===== config.mk =====
export PLATFORM = sky130hd
export DESIGN_NAME = tcv_mul
export DESIGN_NICKNAME = d
export VERILOG_FILES = /design/src/rtl/tcv_pkg.sv /design/src/rtl/tcv_mul.sv
export SDC_FILE = /design/constraint.sdc
export NUM_CORES = 2
export LEC_CHECK = 0
export ABC_CLOCK_PERIOD_IN_PS = 19600
export BUFFER_PORTS_ARGS = -buffer_cell sky130_fd_sc_hd__buf_2
export CAP_MARGIN = 20
export CELL_PAD_IN_SITES_DETAIL_PLACEMENT = 0
export CELL_PAD_IN_SITES_GLOBAL_PLACEMENT = 2
export CORE_MARGIN = 4
export CORE_UTILIZATION = 45
export DETAILED_ROUTE_END_ITERATION = 16
export GPL_ROUTABILITY_DRIVEN = 0
export HOLD_SLACK_MARGIN = 0.12
export PLACE_DENSITY_LB_ADDON = 0.1
export SLEW_MARGIN = 15
export SYNTH_ARGS = -nofsm -noshare
export SYNTH_HDL_FRONTEND = slang
export SYNTH_SLANG_ARGS = --single-unit

===== constraint.sdc =====
create_clock -name clk -period 19.6 [get_ports clk]
set_clock_uncertainty 0.2 [all_clocks]
set_input_delay 3.92 -clock clk [delete_from_list [all_inputs] [get_ports clk]]
set_output_delay 3.92 -clock clk [all_outputs]
set_load 0.02 [all_outputs]

===== src/rtl/tcv_pkg.sv =====
// Shared widths, constants and bundle types for the tetrahedron six-volume
// and refinement-site pipeline. No dependencies.
package tcv_pkg;

	// Coordinate and fixed-point format
	localparam int COORD_BITS = 16;
	localparam int FRAC_BITS  = 8;
	localparam int NUM_CRD    = 12;
	localparam int IN_W       = NUM_CRD * COORD_BITS;

	// Derived arithmetic widths
	localparam int DW    = COORD_BITS + 1;        // edge vector component
	localparam int XW    = 2 * DW;                // cross product component
	localparam int NW    = 2 * DW;                // squared edge length
	localparam int VW    = 3 * DW + 1;            // signed six-volume
	localparam int AVW   = VW - 1;                // |V|
	localparam int NKW   = 4 * DW + 2;            // circumcenter numerator N
	localparam int ANW   = NKW - 1;               // |N|
	localparam int NUMW  = ANW + FRAC_BITS + 1;   // quotient dividend
	localparam int DENW  = AVW + 1;               // quotient divisor 2|V|
	localparam int QW    = 33;                    // quotient bits kept
	localparam int SITE_W = 32;
	localparam int SUMW  = COORD_BITS + 2;        // sum of four coordinates
	localparam int CENW  = SUMW + FRAC_BITS;
	localparam int AFW   = COORD_BITS + FRAC_BITS;
	localparam int SIXV_W = 51;
	localparam int RAD_W = 23;
	localparam int R2W   = 2 * RAD_W;
	localparam int V2W   = 2 * AVW;
	localparam int M2W   = 2 * NW;
	localparam int M3W   = 3 * NW;
	localparam int N2W   = 2 * ANW;
	localparam int NNW   = N2W + 2;

	// Sliver test: 4e24 = 5^24 * 2^26
	localparam int SLIV_KW = 56;
	localparam int SLIV_SH = 26;
	localparam logic [SLIV_KW-1:0] SLIV_K = 56'd59604644775390625;

	// Multiplier and divider pipelines
	localparam int MUL_CHUNK = 32;
	localparam int MUL_LAT   = 2;
	localparam int DIV_LAT   = QW + 1;

	// Stream and register port
	localparam int OUT_DW = 152;
	localparam int APB_AW = 4;
	localparam int APB_DW = 64;
	localparam logic [RAD_W-1:0] RAD_RESET = 23'h7FFFFF;

	typedef enum logic [0:0] {
		REG_MAX_VOL = 1'b0,
		REG_RAD_LIM = 1'b1
	} reg_idx_t;

	// Per-item data that rides alongside the divider
	typedef struct packed {
		logic [SIXV_W-1:0]         six_volume;
		logic                      over_bound;
		logic                      vnz;
		logic [2:0]                neg;
		logic [2:0][AFW-1:0]       a_fix;
		logic [2:0][SITE_W-1:0]    cent;
	} side_t;

	// Front-end result handed to the back end
	typedef struct packed {
		side_t                     side;
		logic [2:0][NUMW-1:0]      num;
		logic [DENW-1:0]           den;
		logic [AVW-1:0]            absv;
		logic [2:0][ANW-1:0]       absn;
		logic [NW-1:0]             m;
	} geom_t;

	typedef struct packed {
		logic [SIXV_W-1:0]         six_volume;
		logic                      over_bound;
		logic [2:0][SITE_W-1:0]    site;
		logic                      used_cc;
	} res_t;

endpackage


===== src/rtl/tcv_mul.sv =====
// Two-stage unsigned multiplier built from 32x32 partial products.
// Depends on tcv_pkg.
module tcv_mul import tcv_pkg::*; #(
	parameter int AW = 32,
	parameter int BW = 32
) (
	input  logic            clk,
	input  logic            en,
	input  logic [AW-1:0]   a,
	input  logic [BW-1:0]   b,
	output logic [AW+BW-1:0] p
);

	localparam int C  = MUL_CHUNK;
	localparam int NA = (AW + C - 1) / C;
	localparam int NB = (BW + C - 1) / C;
	localparam int SW = (NA + NB) * C;

	logic [NA*C-1:0] ax;
	logic [NB*C-1:0] bx;
	logic [2*C-1:0]  pp_s1 [NA*NB];
	logic [SW-1:0]   acc;

	assign ax = (NA*C)'(a);
	assign bx = (NB*C)'(b);

	// Stage 1: register the partial products
	always_ff @(posedge clk) begin
		if (en) begin
			for (int i = 0; i < NA; i++)
				for (int j = 0; j < NB; j++)
					pp_s1[i*NB+j] <= (2*C)'(ax[i*C +: C]) * (2*C)'(bx[j*C +: C]);
		end
	end

	// Stage 2: align and sum
	always_comb begin
		acc = '0;
		for (int i = 0; i < NA; i++)
			for (int j = 0; j < NB; j++)
				acc = acc + (SW'(pp_s1[i*NB+j]) << ((i + j) * C));
	end

	always_ff @(posedge clk) begin
		if (en) begin
			p <= (AW+BW)'(acc);
		end
	end

endmodule


# Word-level counts from Yosys, hierarchy flattened
# Memory sizes are Yosys's and may differ from the RTL's. A register that Yosys moved wholly into a read port is not among the register bits.
# Index checks and enable logic that the tools add are counted.
[totals] register_bits=0 latch_bits=0 ramBits=64 romBits=0 out_inout_bits=64 word_cells=4 memories=1
[classes] add_sub_neg=0 n_mul=1 div_mod_pow=0 n_lt_le_gt_ge=0 n_eq_ne=0 shift=0 n_mux=2 bitwise_logic=0 reduce_logical=0
[memory_table] name="pp_s1" words=1 word_bits=64 rd=1 rd_clocked_by_memory_dff=1 write_ports=1 line_no="tcv_mul.sv:21" rtl="logic [2*C-1:0] pp_s1 [NA*NB];"
[op_table] cell="$mul 32x32->64" count=1
[op_table] cell="$mux 1" count=2

# Logic depth before layout (Yosys ltp)
[logic_depth] ltp_word=2 mapped_depth=29

# Worst setup path before layout
# Ideal clock, no wire load.
[synth_path] path_kind="input -> register" start="input b[9]" end="memory pp_s1[0][60] (netlist name), data pin" setup_ps=262 arrival_time_ps=10979 required_ps=19138 slack_ps=8159 stages=26 n_path_buf=1 path_cell_list="clkbuf_1 -> nand2_1 -> fa_1 -> inv_1 -> fa_1 -> inv_1 -> fa_1 -> inv_1 -> fa_1 -> fa_1 -> fa_1 -> fa_1 -> inv_1 -> fa_1 -> inv_1 -> ha_1 -> and3_1 -> and3_2 -> and2_4 -> a2111o_1 -> a32oi_1 -> a31oi_1 -> a221o_1 -> a221oi_1 -> o21ai_1 -> xor2_1"
[synth_between] elab_chain_len=1
[synth_lines] item="from (decl)" line_no="tcv_mul.sv:10" rtl="input logic [BW-1:0] b,"
[synth_lines] item="$mul 32x32->64" line_no="tcv_mul.sv:32" rtl="pp_s1[i*NB+j] <= (2*C)'(ax[i*C +: C]) * (2*C)'(bx[j*C +: C]);"
[synth_lines] item="to (decl)" line_no="tcv_mul.sv:21"
# No other way between the ends.

# Final worst setup path
[layout_path] start="input b[10]" end="memory pp_s1[0][60] (netlist name), data pin"
# Same word-level chain as after synthesis.

==> impl_results.md <==
- Total global routing overflow: 0
- GRT Util Overall: 25.2%
- Worst Tran Pin Value: 1.11 ns
- Number of hold buffers added after cts: 0
- Predominant post-synthesis flop cell: sky130_fd_sc_hd__edfxtp_1
- Reg2reg path depth: 0
- Number of iterations in the first detailed-routing pass: 5
- Number of nets in the synthesized netlist: 5016
- Sequential-to-total area share from yosys stat: 10.4%
- Placed standard-cell area: 38300 µm²
- Worst setup path class: primary input to flip-flop
- CTS max path bufs: 2
- First-pass GRT wire length: 167 mm
- Net count reported at finish: 4965
- Reg-to-reg startpoint: pp_s1[0][10]
- Terminating pin of the worst hold path: p[38]
- Grt met2 use: 48.8%
- Critical-path maximum fanout: 32
- Hold path startpoint: pp_s1[0][38]
- Clock tree from TritonCTS: built
- Total Wirelength: 106 mm
- I/O pin total: 130
- Final Slew Violations: 0
- CTS H-Tree Depth: 4
- Initial cell density of the core: 45.3%
- Die Y: 295 µm
- Final TNS setup: 0 ns
- Number of flops mapped to enable cells by yosys: 128
- Avg WL per Cell: 21.9 µm
- Number of sinks on the clock net: 128
- Number of setup violations in the final report: 0
- Crit share post-route: 62.4%
- Netlist area before placement: 37100 µm²
- Clock latency at the later pin of the worst-skew pair: 0.42 ns
- Required time of the critical path: 19.57 ns
- Highest attainable clock frequency: 81.7 MHz
- Mapped Avg Cell Area: 9.79 µm²
- Async set-or-reset flop fraction in the synthesized netlist: 0%
- Final hold vios: 0
- Run status: finished, final reports clean
- Number of buffers created by CTS: 17
- Detail-routed via count per cell: 5.23
- Post-Place Worst Slack: 6.96 ns
- Yosys synthesis warning count: 0
- Final design area excluding fillers: 39000 µm²
- Setup fix buffers added after clock tree synthesis: 0
- Layout area overhead: 5.02%
- Std-Cell Rows: 105
- Floorplan Core Area: 81800 µm²
- Crit path capture type: flip-flop
- DIE AREA: 87100 µm²
- Gate count of the mapped netlist: 3791
- Type of the worst min-delay path: flip-flop to flip-flop
- CTS Root Cell: sky130_fd_sc_hd__clkbuf_16
- Count of maximum capacitance violations: 0
- Final Worst Setup Slack: 7.36 ns
- End of the worst register-to-register path: p[10]
- Vias in the first global route: 28867
- FF-to-FF setup slack: 18.75 ns
- CP startpoint kind: primary input
- Count of buffers from port buffering: 129
- Fraction of layout instances using a drive strength above 1: 5.20%
- Iter 0 DRT Violations: 1118
- Final worst path period need: 12.24 ns
- Pin count of the biggest net entering global routing: 83
- Met3 layer usage reported by global route: 1.66%
- Clk pin slew, worst setup/hold paths: 0.06 ns
- CTS-repair resized insts: 0
- Number of antenna violations at the first check in global routing: 5
- Fraction of met1 tracks used by global routing: 30.3%
- Most used routing layer in global routing: met2
- Unrepaired setup endpoints after global routing: false
- Number of synthesized register bits: 128
- Cell variety after synth: 71
- Number of antenna-violating nets in the routed design: 0
- Total DRC errors in the routed layout: 0
- HPWL after detailed placement: 82.2 mm
- Hold Path Cell Cnt: 0
- Slew headroom: 26.1%
- Worst path arrival time: 12.20 ns
- Die width: 295 µm
- Vias after detailed routing: 25235
## cell families after synthesis
| kind of cell | count (synthesis) | share of synthesized area [%] |
|---|---|---|
| AND/OR/NAND/NOR | 1164 | 16.2 |
| flip-flops | 128 | 10.4 |
| buffers and inverters | 1075 | 11.1 |
| multiplexers | 1 | 0.0270 |
| adder cells (fa/ha/maj) | 1159 | 57.2 |
| XOR/XNOR | 62 | 1.46 |
| AO/OA/AOI/OAI | 202 | 3.58 |
## layout make-up
class	instances	area, µm²
Antenna cell	4	10.0
Multi-Input combinational cell	2588	29100
Tap cell	1070	1340
Sequential cell	128	3840
Timing Repair Buffer	144	761
Fill cell	7844	42900
Clock inverter	15	218
Clock buffer	17	425
Inverter	861	3230
## placed cells by master (no fill, tap or decap), drive strengths merged, types with 3 or more instances in the layout
cell type    n
o31ai        3
bufinv       4
xor2        27
and2       601
edfxtp     128
o21a         5
nand2b       3
nor3         7
a21oi       66
fa         896
clkbuf      17
nand2      473
nand4       18
a211oi       5
xnor2       35
ha         263
and3         9
o21bai       9
buf        144
inv        869
nor2b        3
a21o        34
o21ai       40
diode        4
a211o        3
a31oi       16
nor2        31
nand3       11
## layer usage
metal,vias up,part of all wire (%)
met4,0,2.7
met5,-,0
li1,10976,-
met2,509,56
met3,131,2.8
met1,13619,38
## worst max-delay path, cell delays in order
cell and delay, ns:
sky130_fd_sc_hd__buf_2 0.64, sky130_fd_sc_hd__and2_1 0.25, sky130_fd_sc_hd__fa_1 0.45, sky130_fd_sc_hd__fa_1 0.57, sky130_fd_sc_hd__inv_1 0.07, sky130_fd_sc_hd__fa_1 0.54, sky130_fd_sc_hd__inv_1 0.06, sky130_fd_sc_hd__fa_1 0.50
sky130_fd_sc_hd__inv_1 0.06, sky130_fd_sc_hd__fa_1 0.63, sky130_fd_sc_hd__fa_1 0.46, sky130_fd_sc_hd__fa_1 0.46, sky130_fd_sc_hd__fa_1 0.51, sky130_fd_sc_hd__inv_1 0.04, sky130_fd_sc_hd__ha_1 0.33, sky130_fd_sc_hd__and3_1 0.20
sky130_fd_sc_hd__and3_2 0.22, sky130_fd_sc_hd__and2_4 0.17, sky130_fd_sc_hd__a2111o_1 0.39, sky130_fd_sc_hd__a32oi_1 0.29, sky130_fd_sc_hd__a31oi_1 0.27, sky130_fd_sc_hd__a221o_1 0.43, sky130_fd_sc_hd__a221oi_1 0.42, sky130_fd_sc_hd__o21ai_1 0.12
sky130_fd_sc_hd__xor2_1 0.16
## sequential cells by signal (all words and copies together) (netlist names)
name / cells
pp_s1: 64
p: 64
## worst max-delay path by stage
stage,startpoint,end,slack [ns],cells after the start
after CTS,a[25],pp_s1[0][60],7.39,25
final,b[10],pp_s1[0][60],7.36,25
after floorplan,b[9],pp_s1[0][60],8.16,26
after global routing,b[21],pp_s1[0][60],7.12,25
after detailed placement,a[25],pp_s1[0][60],6.96,25
after global placement,a[25],pp_s1[0][60],7.05,26
## synthesized netlist by cell type, drive strengths merged (5+ instances only)
library cell / count / area, µm²
nor2: 31 / 116
and3: 9 / 57.6
inv: 861 / 3230
a21oi: 66 / 334
xnor2: 35 / 307
nand3: 11 / 60.1
buf: 5 / 41.3
ha: 263 / 3290
nand4: 18 / 113
edfxtp: 128 / 3840
o21bai: 9 / 67.6
a21o: 34 / 258
o21ai: 40 / 200
clkbuf: 207 / 807
xor2: 27 / 236
fa: 896 / 17900
a31oi: 16 / 115
o21a: 5 / 45.0
nand2: 473 / 1780
nor3: 7 / 35.0
a211oi: 5 / 42.5
and2: 601 / 3760
## through the flow
stage / cells / util [%] / hold slack (ns)
after global placement: 4791 / 46.8 / 0.206
after CTS: 4823 / 47.6 / 0.215
after floorplan: 3791 / - / 0.200
after global routing: 4825 / 47.6 / 0.223
after detailed placement: 4791 / 46.8 / 0.205
final: 4827 / 47.6 / 0.209
Power is left out: the tool's default activity adds up to more than one toggle a clock period on the data nets, which glitch-free logic cannot reach.
